## config.mk

```make
export PLATFORM = sky130hd
export DESIGN_NAME = nucleotide_kmer_window_matcher_unit
export DESIGN_NICKNAME = d
export VERILOG_FILES = /design/src/hdl/nkwm_pkg.sv /design/src/hdl/nkwm_front.sv /design/src/hdl/nkwm_queue.sv /design/src/hdl/nkwm_back.sv /design/src/hdl/nucleotide_kmer_window_matcher_unit.sv
export SDC_FILE = /design/constraint.sdc
export NUM_CORES = 2
export LEC_CHECK = 0
export BUFFER_PORTS_ARGS = -buffer_cell sky130_fd_sc_hd__buf_2
export CAP_MARGIN = 20
export CORE_ASPECT_RATIO = 0.5
export CORE_MARGIN = 5
export CORE_UTILIZATION = 57
export DETAILED_ROUTE_END_ITERATION = 7
export GPL_TIMING_DRIVEN = 0
export PLACE_DENSITY = 0.76
export SYNTH_ARGS = -nofsm -noshare
export SYNTH_HDL_FRONTEND = slang
export SYNTH_HIERARCHICAL = 1
export SYNTH_SLANG_ARGS = --single-unit
```

## constraint.sdc

```tcl
create_clock -name clk -period 4.17 [get_ports clk]
set_input_delay 0.2085 -clock clk [delete_from_list [all_inputs] [get_ports clk]]
set_output_delay 0.2085 -clock clk [all_outputs]
set_load 0.01 [all_outputs]
```

## src/hdl/nkwm_pkg.sv

```systemverilog
// Shared types, default sizes and the character decoder for the k-mer window matcher.
// No dependencies; every other file of the block imports this package.
package nkwm_pkg;

  localparam int SAMPLE_TOKENS_DEF  = 15;
  localparam int PATTERN_TOKENS_DEF = 12;
  localparam int PATTERN_DEPTH_DEF  = 64;
  localparam int NUMBER_W           = 16;
  localparam int QUEUE_DEPTH        = 4;

  localparam logic [7:0] SYM_G = 8'h47;
  localparam logic [7:0] SYM_A = 8'h41;
  localparam logic [7:0] SYM_T = 8'h54;
  localparam logic [7:0] SYM_C = 8'h43;

  localparam logic [1:0] TOK_G = 2'd0;
  localparam logic [1:0] TOK_A = 2'd1;
  localparam logic [1:0] TOK_T = 2'd2;
  localparam logic [1:0] TOK_C = 2'd3;

  localparam logic OP_PATTERN = 1'b0;
  localparam logic OP_SAMPLE  = 1'b1;

  // One classified token as it travels from the front to the back.
  typedef struct packed {
    logic       is_sample;
    logic [1:0] code;
  } tok_t;

  typedef struct packed {
    logic       known;
    logic [1:0] code;
  } decode_t;

  function automatic decode_t token_decode(input logic [7:0] sym);
    decode_t d;
    d.known = 1'b1;
    d.code  = TOK_G;
    case (sym)
      SYM_G:   d.code = TOK_G;
      SYM_A:   d.code = TOK_A;
      SYM_T:   d.code = TOK_T;
      SYM_C:   d.code = TOK_C;
      default: d.known = 1'b0;
    endcase
    return d;
  endfunction

endpackage

```

## src/hdl/nkwm_front.sv

```systemverilog
// Front end: takes input beats, decodes the byte and drops anything but G, A, T, C.
// Depends on nkwm_pkg; feeds nkwm_queue.
module nkwm_front (
  input  logic          item_valid,
  output logic          item_stall,
  input  logic          operation,
  input  logic [7:0]    symbol,
  input  logic          q_full,
  output logic          q_push,
  output nkwm_pkg::tok_t q_wdata
);
  import nkwm_pkg::*;

  decode_t dec;

  assign dec        = token_decode(symbol);
  // Ignored bytes are still taken, so only a full queue holds the input back.
  assign item_stall = q_full;
  assign q_push     = item_valid && !q_full && dec.known;
  assign q_wdata.is_sample = (operation == OP_SAMPLE);
  assign q_wdata.code      = dec.code;

endmodule

```

## src/hdl/nkwm_queue.sv

```systemverilog
// Short token queue that decouples the front end from the matching engine.
// Depends on nkwm_pkg for the token type and depth.
module nkwm_queue (
  input  logic           clk,
  input  logic           rst,
  input  logic           push,
  input  nkwm_pkg::tok_t wdata,
  output logic           full,
  input  logic           pop,
  output logic           rvalid,
  output nkwm_pkg::tok_t rdata
);
  import nkwm_pkg::*;

  localparam int PTR_W = $clog2(QUEUE_DEPTH);
  localparam int CNT_W = $clog2(QUEUE_DEPTH + 1);

  tok_t             slots [QUEUE_DEPTH];
  logic [PTR_W-1:0] wr_ptr;
  logic [PTR_W-1:0] rd_ptr;
  logic [CNT_W-1:0] fill;

  assign full   = (fill == CNT_W'(QUEUE_DEPTH));
  assign rvalid = (fill != '0);
  assign rdata  = slots[rd_ptr];

  always_ff @(posedge clk) begin
    if (push) begin
      slots[wr_ptr] <= wdata;
    end
  end

  always_ff @(posedge clk) begin
    if (rst) begin
      wr_ptr <= '0;
      rd_ptr <= '0;
      fill   <= '0;
    end else begin
      if (push) begin
        wr_ptr <= wr_ptr + 1'b1;
      end
      if (pop) begin
        rd_ptr <= rd_ptr + 1'b1;
      end
      case ({push, pop})
        2'b10:   fill <= fill + 1'b1;
        2'b01:   fill <= fill - 1'b1;
        default: fill <= fill;
      endcase
    end
  end

endmodule

```

## src/hdl/nkwm_back.sv

```systemverilog
// Matching engine: builds pattern and sample words, keeps the pattern table and
// scans it once per completed sample. Depends on nkwm_pkg; fed by nkwm_queue.
module nkwm_back #(
  parameter int SAMPLE_TOKENS  = nkwm_pkg::SAMPLE_TOKENS_DEF,
  parameter int PATTERN_TOKENS = nkwm_pkg::PATTERN_TOKENS_DEF,
  parameter int PATTERN_DEPTH  = nkwm_pkg::PATTERN_DEPTH_DEF
) (
  input  logic                           clk,
  input  logic                           rst,
  input  logic                           q_valid,
  input  nkwm_pkg::tok_t                 q_rdata,
  output logic                           q_pop,
  output logic                           result_valid,
  input  logic                           result_stall,
  output logic [2*SAMPLE_TOKENS-1:0]     sample_word,
  output logic [nkwm_pkg::NUMBER_W-1:0]  sample_number
);
  import nkwm_pkg::*;

  localparam int SW    = 2 * SAMPLE_TOKENS;
  localparam int PW    = 2 * PATTERN_TOKENS;
  localparam int STC_W = $clog2(SAMPLE_TOKENS + 1);
  localparam int PTC_W = $clog2(PATTERN_TOKENS + 1);
  localparam int CNT_W = $clog2(PATTERN_DEPTH + 1);
  localparam int AW    = (PATTERN_DEPTH > 1) ? $clog2(PATTERN_DEPTH) : 1;
  localparam bit HAS_WIN = (PATTERN_TOKENS <= SAMPLE_TOKENS);
  localparam int WIN   = HAS_WIN ? (SAMPLE_TOKENS - PATTERN_TOKENS + 1) : 1;

  typedef enum logic [1:0] {
    ST_TAKE,
    ST_SCAN,
    ST_EMIT
  } state_t;

  state_t                state;
  logic [PW-1:0]         pattern_shift;
  logic [PTC_W-1:0]      pattern_tc;
  logic [SW-1:0]         sample_shift;
  logic [STC_W-1:0]      sample_tc;
  logic [CNT_W-1:0]      pattern_count;
  logic [NUMBER_W-1:0]   sample_counter;
  logic [NUMBER_W-1:0]   cur_number;
  logic [CNT_W-1:0]      scan_idx;
  logic                  live;
  logic                  hit;

  logic [PW-1:0]         pattern_table [PATTERN_DEPTH];
  logic [PW-1:0]         rd_data;

  logic [PW+1:0]         pattern_cat;
  logic [SW+1:0]         sample_cat;
  logic [PW-1:0]         pattern_shift_next;
  logic [SW-1:0]         sample_shift_next;
  logic                  pattern_done;
  logic                  sample_done;
  logic                  table_we;
  logic                  out_free;
  logic                  emit_now;
  logic [WIN-1:0]        win_eq;
  logic                  match_now;

  assign pattern_cat        = {pattern_shift, q_rdata.code};
  assign sample_cat         = {sample_shift, q_rdata.code};
  assign pattern_shift_next = pattern_cat[PW-1:0];
  assign sample_shift_next  = sample_cat[SW-1:0];
  assign pattern_done = (pattern_tc == PTC_W'(PATTERN_TOKENS - 1));
  assign sample_done  = (sample_tc == STC_W'(SAMPLE_TOKENS - 1));

  assign q_pop    = (state == ST_TAKE) && q_valid;
  assign table_we = q_pop && !q_rdata.is_sample && pattern_done &&
                    (pattern_count < CNT_W'(PATTERN_DEPTH));
  assign out_free = !result_valid || !result_stall;
  assign emit_now = (state == ST_EMIT) && !hit && out_free;

  // Every window of the sample is checked against one table entry per cycle.
  generate
    if (HAS_WIN) begin : g_win
      for (genvar w = 0; w < WIN; w++) begin : g_cmp
        assign win_eq[w] = (sample_shift[2*w +: PW] == rd_data);
      end
    end else begin : g_nowin
      assign win_eq = '0;
    end
  endgenerate

  assign match_now = live && (|win_eq);

  always_ff @(posedge clk) begin
    if (table_we) begin
      pattern_table[pattern_count[AW-1:0]] <= pattern_shift_next;
    end
    rd_data <= pattern_table[scan_idx[AW-1:0]];
  end

  always_ff @(posedge clk) begin
    if (rst) begin
      state          <= ST_TAKE;
      pattern_shift  <= '0;
      pattern_tc     <= '0;
      sample_shift   <= '0;
      sample_tc      <= '0;
      pattern_count  <= '0;
      sample_counter <= '0;
      scan_idx       <= '0;
      live           <= 1'b0;
      hit            <= 1'b0;
      result_valid   <= 1'b0;
    end else begin
      if (emit_now) begin
        result_valid <= 1'b1;
      end else if (!result_stall) begin
        result_valid <= 1'b0;
      end
      case (state)
        ST_TAKE: begin
          if (q_valid) begin
            if (!q_rdata.is_sample) begin
              pattern_shift <= pattern_shift_next;
              if (pattern_done) begin
                pattern_tc <= '0;
                if (table_we) begin
                  pattern_count <= pattern_count + 1'b1;
                end
              end else begin
                pattern_tc <= pattern_tc + 1'b1;
              end
            end else begin
              sample_shift <= sample_shift_next;
              if (sample_done) begin
                sample_tc      <= '0;
                cur_number     <= sample_counter;
                sample_counter <= sample_counter + 1'b1;
                scan_idx       <= '0;
                hit            <= 1'b0;
                live           <= 1'b0;
                state          <= ST_SCAN;
              end else begin
                sample_tc <= sample_tc + 1'b1;
              end
            end
          end
        end
        ST_SCAN: begin
          // The read issued last cycle is compared in this one.
          if (match_now) begin
            hit <= 1'b1;
          end
          if (scan_idx < pattern_count) begin
            live     <= 1'b1;
            scan_idx <= scan_idx + 1'b1;
          end else begin
            live  <= 1'b0;
            state <= ST_EMIT;
          end
        end
        ST_EMIT: begin
          if (hit) begin
            state <= ST_TAKE;
          end else if (out_free) begin
            sample_word   <= sample_shift;
            sample_number <= cur_number;
            state         <= ST_TAKE;
          end
        end
        default: state <= ST_TAKE;
      endcase
    end
  end

endmodule

```

## src/hdl/nucleotide_kmer_window_matcher_unit.sv

```systemverilog
// Top level of the k-mer window matcher: front end, token queue and matching engine.
// Depends on nkwm_pkg, nkwm_front, nkwm_queue and nkwm_back.
//
//   channel  handshake                  payload
//   item     item_valid / item_stall    operation, symbol
//   result   result_valid / result_stall sample_word, sample_number
//
// An ignored byte is taken and dropped by the front in its cycle and never reaches the engine.
// Any other character is consumed by the engine in its take state unless it completes a sample.
// A character that completes a sample starts a scan of the pattern table, read one entry
// per cycle, and the engine then waits in its emit state for as long as the result is stalled.
// Reset is synchronous; the table needs no clearing, only the fill count resets.
// A stalled result holds only the engine; the front keeps filling the queue.
module nucleotide_kmer_window_matcher_unit #(
  parameter int SAMPLE_TOKENS  = nkwm_pkg::SAMPLE_TOKENS_DEF,
  parameter int PATTERN_TOKENS = nkwm_pkg::PATTERN_TOKENS_DEF,
  parameter int PATTERN_DEPTH  = nkwm_pkg::PATTERN_DEPTH_DEF
) (
  input  logic                          clk,
  input  logic                          rst,
  input  logic                          item_valid,
  output logic                          item_stall,
  input  logic                          operation,
  input  logic [7:0]                    symbol,
  output logic                          result_valid,
  input  logic                          result_stall,
  output logic [2*SAMPLE_TOKENS-1:0]    sample_word,
  output logic [nkwm_pkg::NUMBER_W-1:0] sample_number
);
  import nkwm_pkg::*;

  logic q_full;
  logic q_push;
  logic q_pop;
  logic q_valid;
  tok_t q_wdata;
  tok_t q_rdata;

  nkwm_front u_front (
    .item_valid (item_valid),
    .item_stall (item_stall),
    .operation  (operation),
    .symbol     (symbol),
    .q_full     (q_full),
    .q_push     (q_push),
    .q_wdata    (q_wdata)
  );

  nkwm_queue u_queue (
    .clk    (clk),
    .rst    (rst),
    .push   (q_push),
    .wdata  (q_wdata),
    .full   (q_full),
    .pop    (q_pop),
    .rvalid (q_valid),
    .rdata  (q_rdata)
  );

  nkwm_back #(
    .SAMPLE_TOKENS  (SAMPLE_TOKENS),
    .PATTERN_TOKENS (PATTERN_TOKENS),
    .PATTERN_DEPTH  (PATTERN_DEPTH)
  ) u_back (
    .clk           (clk),
    .rst           (rst),
    .q_valid       (q_valid),
    .q_rdata       (q_rdata),
    .q_pop         (q_pop),
    .result_valid  (result_valid),
    .result_stall  (result_stall),
    .sample_word   (sample_word),
    .sample_number (sample_number)
  );

endmodule

```

# Word-level counts from Yosys, hierarchy flattened
# Memories as Yosys holds them, arrays and structs flattened. A register that Yosys moved wholly into a read port is not among the register bits.
# Cells that the tools add are included.
# totals
ff_bits,164
inputBits,13
n_memories,2
ramBits,1548
romBits,0
out_inout_bits,48
latchBits,0
# classes
n_shift,0
n_mux,32
div_mod_pow,0
n_mul,0
reduce_logical,31
bitwise,3
n_eq_ne,23
magnitude_cmp,2
addsub,9
# memory_table
name,depth,width,read_ports,rd_clocked_by_memory_dff,wr,line,text
u_back.pattern_table,64,24,1,1,1,nkwm_back.sv:47,logic [PW-1:0] pattern_table [PATTERN_DEPTH];
u_queue.slots,4,3,1,1,1,nkwm_queue.sv:18,tok_t slots [QUEUE_DEPTH];
# op_table
op,count
24-bit equality test,4
8-bit by 7-bit equality test with 1-bit output (second input constant),4
7-bit 2-to-1 mux,4
5-bit AND reduction,5
16-bit by 1-bit adder with 16-bit output (second input constant),1
2-bit 2-to-1 mux,8
7-bit by 1-bit adder with 7-bit output (second input constant),2
7-bit case mux with 2 select lines,1
1-bit 2-to-1 mux,12
2-bit by 1-bit != test with 1-bit output (second input constant),6
2-bit case mux with 3 select lines,2
4-bit AND reduction,3
1-bit logical AND,9
4-bit by 1-bit adder with 4-bit output (second input constant),2
4-bit equality test (second input constant),2
4-bit 2-to-1 mux,2
4-bit OR reduction,2
7-bit < comparator,1
7-bit < comparator (second input constant),1
3-bit case mux with 2 select lines,1
3-bit AND reduction,2
1-bit zero test,5
2-bit by 1-bit adder with 2-bit output (second input constant),2
2-bit by 1-bit equality test with 1-bit output (second input constant),2
12 further kinds,17

# Logic depth before layout (Yosys ltp)
# logic_depth
depth_word,7
depth_mapped,10
depth_no_buf,9

# Modules after synthesis
# The synthesis kept the hierarchy.
# modules_own_cells
mod,n_inst,area_each_um2,cells_per_inst
nkwm_back,1,66120.9,3162
nkwm_queue,1,855.8,58
nkwm_front,1,92.6,12

# Least setup slack after synthesis
# OpenSTA, ideal clock, no wires.
# synth_timing
path_kind,in2reg
from,input port rst
to,"register u_back/sample_number[0] in the netlist's numbering, enable pin"
arrival_time_ps,4033
required_time_ps,3654
cell_stages,3
setup_time_ps,516
slack_ps,-379
cell_sequence,clkbuf_1 > clkbuf_1 > nor3b_1
# synth_via
elab_chain_cells,2
# synth_lines
item,line,text
start: declaration,nucleotide_kmer_window_matcher_unit.sv:20,"input logic rst,"
1-bit inverter (no source line),-,
4-bit AND reduction (no source line),-,
end signal: assignment,nkwm_back.sv:161,sample_number <= cur_number;
end: declaration,nkwm_back.sv:16,output logic [nkwm_pkg::NUMBER_W-1:0] sample_number
# No other way between the ends.
# A chain may end at the register's enable or synchronous reset.

==> impl_metrics.env <==
export IMPL_seqPwrFrac=0.567
export IMPL_wl_mm=179.8
export IMPL_violations="design-rule violations, negative setup slack"
export IMPL_grt_pass1_wl_mm=255.6
export IMPL_die_height_um=252.6
export IMPL_crit_start="u_back/scan_idx[2]"
export IMPL_path_max_fanout=11
export IMPL_tightest_slew_ns=1.313
export IMPL_rsz0062_at_grt="true"
export IMPL_cts_clk_slew_worst_paths_ns=0.06
export IMPL_route_met3_wl_mm=27.84
export IMPL_power_frac_comb=0.026
export IMPL_io_buffers=59
export IMPL_seq_area_frac_synth=0.7590
export IMPL_synth_area_leader_cell="edfxtp_1"
export IMPL_yosysWarnings=6
export IMPL_synth_seq_cells=1738
export IMPL_insertion_delay_ns=0.78
export IMPL_fmax_mhz=207.8
export IMPL_relSlewSlack=0.1181
export IMPL_dp_slack_ns=-0.5184
export IMPL_drive_gt1_frac=0.2624
export IMPL_drc=2
export IMPL_dpl_cell_area_sq_mm=0.07071
export IMPL_cts_buffers=147
export IMPL_required_ns=4.71
export IMPL_outcome="complete, but fails checks"
export IMPL_dieWidth_um=495.1
export IMPL_async_reset_ff_frac=0
export IMPL_finalSetupViolCount=1031
export IMPL_io_pins=61
export IMPL_cts_sinks=1738
export IMPL_first_pass_iters=8
export IMPL_finalHoldViolations=0
export IMPL_postSynthAreaPerCell_sq_um=20.75
export IMPL_switching_share=0.2076
export IMPL_antenna_found_initial=7
export IMPL_synth_main_ff_cell="edfxtp_1"
export IMPL_dp_hpwl_mm=112.3
export IMPL_cts_root_buf="clkbuf_16"
export IMPL_finish_utilization=0.6458
export IMPL_syn_nets=3261
export IMPL_r2r_start="u_back/scan_idx[2]"
export IMPL_m1WireLength_mm=65.27
export IMPL_ant_nets=0
export IMPL_maxCapViolCount=0
export IMPL_ys_types=55
export IMPL_hp_start="symbol[0]"
export IMPL_coreArea_sq_mm=0.1174
export IMPL_dpl_cell_count=4924
export IMPL_grtUsageTotal=0.2902
export IMPL_synth_edf_count=1610
export IMPL_p_leak_nw=23.14
export IMPL_crit_type="reg -> reg"
export IMPL_dr_wl_met2_mm=80.16
export IMPL_first_iter_violations=5992
export IMPL_synthTopCellsByArea="edfxtp_1 72%, mux4_2 14%, dfxtp_1 3.8%"
export IMPL_crit_path_end_kind="register"
export IMPL_cts_tree="yes"
export IMPL_grt_pass1_vias=34900
export IMPL_vias=35430
export IMPL_synthTopCellsByCount="1,610 x edfxtp_1, 424 x mux4_2, 137 x nand2_1"
export IMPL_avgViaCountPerCell=6.784
export IMPL_layout_min_cycle_time_ns=4.811
export IMPL_grt_max_degree=67
export IMPL_fin_crit_sh=1.154
export IMPL_synth_top_area_share=0.7208
export IMPL_final_nets=3539
export IMPL_arrival_ns=5.35
export IMPL_wl_per_cell_um=34.42
export IMPL_layout_setup_ws_ns=-0.6413
export IMPL_place_gp_congestion=0.9881
export IMPL_routed_top_layer="met5"
export IMPL_hold_worst_slack_ns=0.1398
export IMPL_htreeDepth=4
export IMPL_die_area_sq_mm=0.1250
export IMPL_fin_area_sq_mm=0.07579
export IMPL_cp_start_kind="register"
export IMPL_power_switching_mw=7.027
export IMPL_initial_core_util=0.5714
export IMPL_cts_path_max_buffers=3
export IMPL_fin_cells=5223
export IMPL_row_count=89
export IMPL_hold_path_class="in -> reg"
export IMPL_yosysMostFrequentCell="edfxtp_1"
export IMPL_skew_ns=0.03129
export IMPL_grt_overflow=0
export IMPL_ir_worst_vdd_mv=0.3141
export IMPL_synth_cells=3232
export IMPL_area_growth_pct=13.01
export IMPL_p_int_mw=26.82
export IMPL_syn_area_sq_mm=0.06707
export IMPL_p_clk_frac=0.407
export IMPL_slew_viol_final=0
export IMPL_power_density_mw_per_mm2=446.6
-- power by group through the flow --
| stage | Combinational, mW | Clock, mW | Sequential (mW) |
|---|---|---|---|
| global route | 0.934 | 14.7 | 19.2 |
| floorplan | 0.445 | 0 | 19.6 |
| global placement | 0.633 | 0 | 19.7 |
| detailed placement | 0.843 | 0 | 19.6 |
| CTS | 0.856 | 13.9 | 19.2 |
| finish | 0.875 | 13.8 | 19.2 |
-- metrics by stage --
step	power, mW	TNS (ns)
global route	34.79	-366.76
finish	33.85	-295.03
detailed placement	20.43	-183.62
global placement	20.32	-1481.09
floorplan	20.02	0
CTS	33.93	-211.05
-- state kept, by name (all words and copies together) (netlist names), 3 cells and up, named ones only --
signal                 count
u_back/pattern_table    1536
u_back/sample_shift       30
u_back/sample_word        30
u_back/rd_data            24
u_back/pattern_shift      22
u_back/cur_number         16
u_back/sample_counter     16
u_back/sample_number      16
u_queue/slots             12
u_back/pattern_count       7
u_back/scan_idx            7
u_back/pattern_tc          4
u_back/sample_tc           4
u_queue/fill               3
-- repair_timing --
| item | 4_1_cts | 5_1_grt |
|---|---|---|
| buffers inserted | 8 | 0 |
| pin swaps | 10 | 2 |
| cloned | 7 | 0 |
| hold buffers | 10 | 0 |
| endpoints found under the hold margin | 31 | 0 |
| endpoints found under the setup margin | 905 | 1154 |
| resized for setup | 10 | 0 |
-- final cells by class --
type / instances / area (sq um)
Sequential cell: 1738 / 50940
Fill cell: 7455 / 41580
Multi-Input combinational cell: 1287 / 15630
Clock buffer: 193 / 4020
Tap cell: 1592 / 1992
Timing Repair Buffer: 122 / 1415
Buffer: 201 / 1037
Clock inverter: 74 / 696.9
Inverter: 13 / 48.80
Antenna cell: 3 / 7.507
-- layout by cell type (no fill, tap or decap), types with 15 or more instances in the layout --
master,instances
a211oi_1,29
a21oi_1,112
a22oi_1,37
buf_12,28
buf_2,110
buf_4,35
buf_6,15
clkbuf_1,133
clkbuf_16,154
clkinv_1,31
clkinv_2,19
dfxtp_1,106
dfxtp_2,19
edfxtp_1,1610
ha_1,15
mux2_2,16
mux2i_1,69
mux4_2,424
nand2_1,137
nand3_1,23
nand4_1,23
nor2_1,50
nor2_4,66
nor2b_1,20
nor3_1,18
o22ai_1,17
xnor2_1,78
xor2_1,45
-- per-layer routing --
layer,vias to the layer above,track usage
li1,13790,-
met1,18420,0.4064
met3,421,0.1142
met4,10,0.09483
met2,2792,0.4253
met5,-,0.0007519
-- worst paths after layout --
path | end | slack [ns] | cells after the start
max | u_back/rd_data[6] | -0.64 | 8
min | u_queue/wr_ptr[1] | 0.14 | 6
max reg2reg | u_back/rd_data[6] | -0.64 | 8
min reg2reg | u_back/sample_number[0] | 0.42 | 0
-- worst max-delay path: stages, from the launching register on --
cell and delay (ns):
dfxtp_1 0.34, buf_2 0.37, clkbuf_1 0.98, clkbuf_1 0.68, mux4_2 0.42, mux2i_1 0.38, o22ai_1 0.23, nor3_1 0.74
a21oi_1 0.40
-- cell families (layout without fill, tap and decap cells) --
logic type                 count (synthesis)  in the layout  share of synthesized area
AOI/OAI and AO/OA                        241            241                    0.02268
and+or+nand+nor                          391            398                    0.02755
muxes                                    509            509                     0.1554
buffers and inverters                    214            603                    0.01619
other                                      0              3                          0
xor gates and xnor gates                 123            123                    0.01606
DFF                                     1738           1738                     0.7590
adders and majority gates                 16             16                   0.003097
No activity file was read; power rests on OpenSTA's default activity.
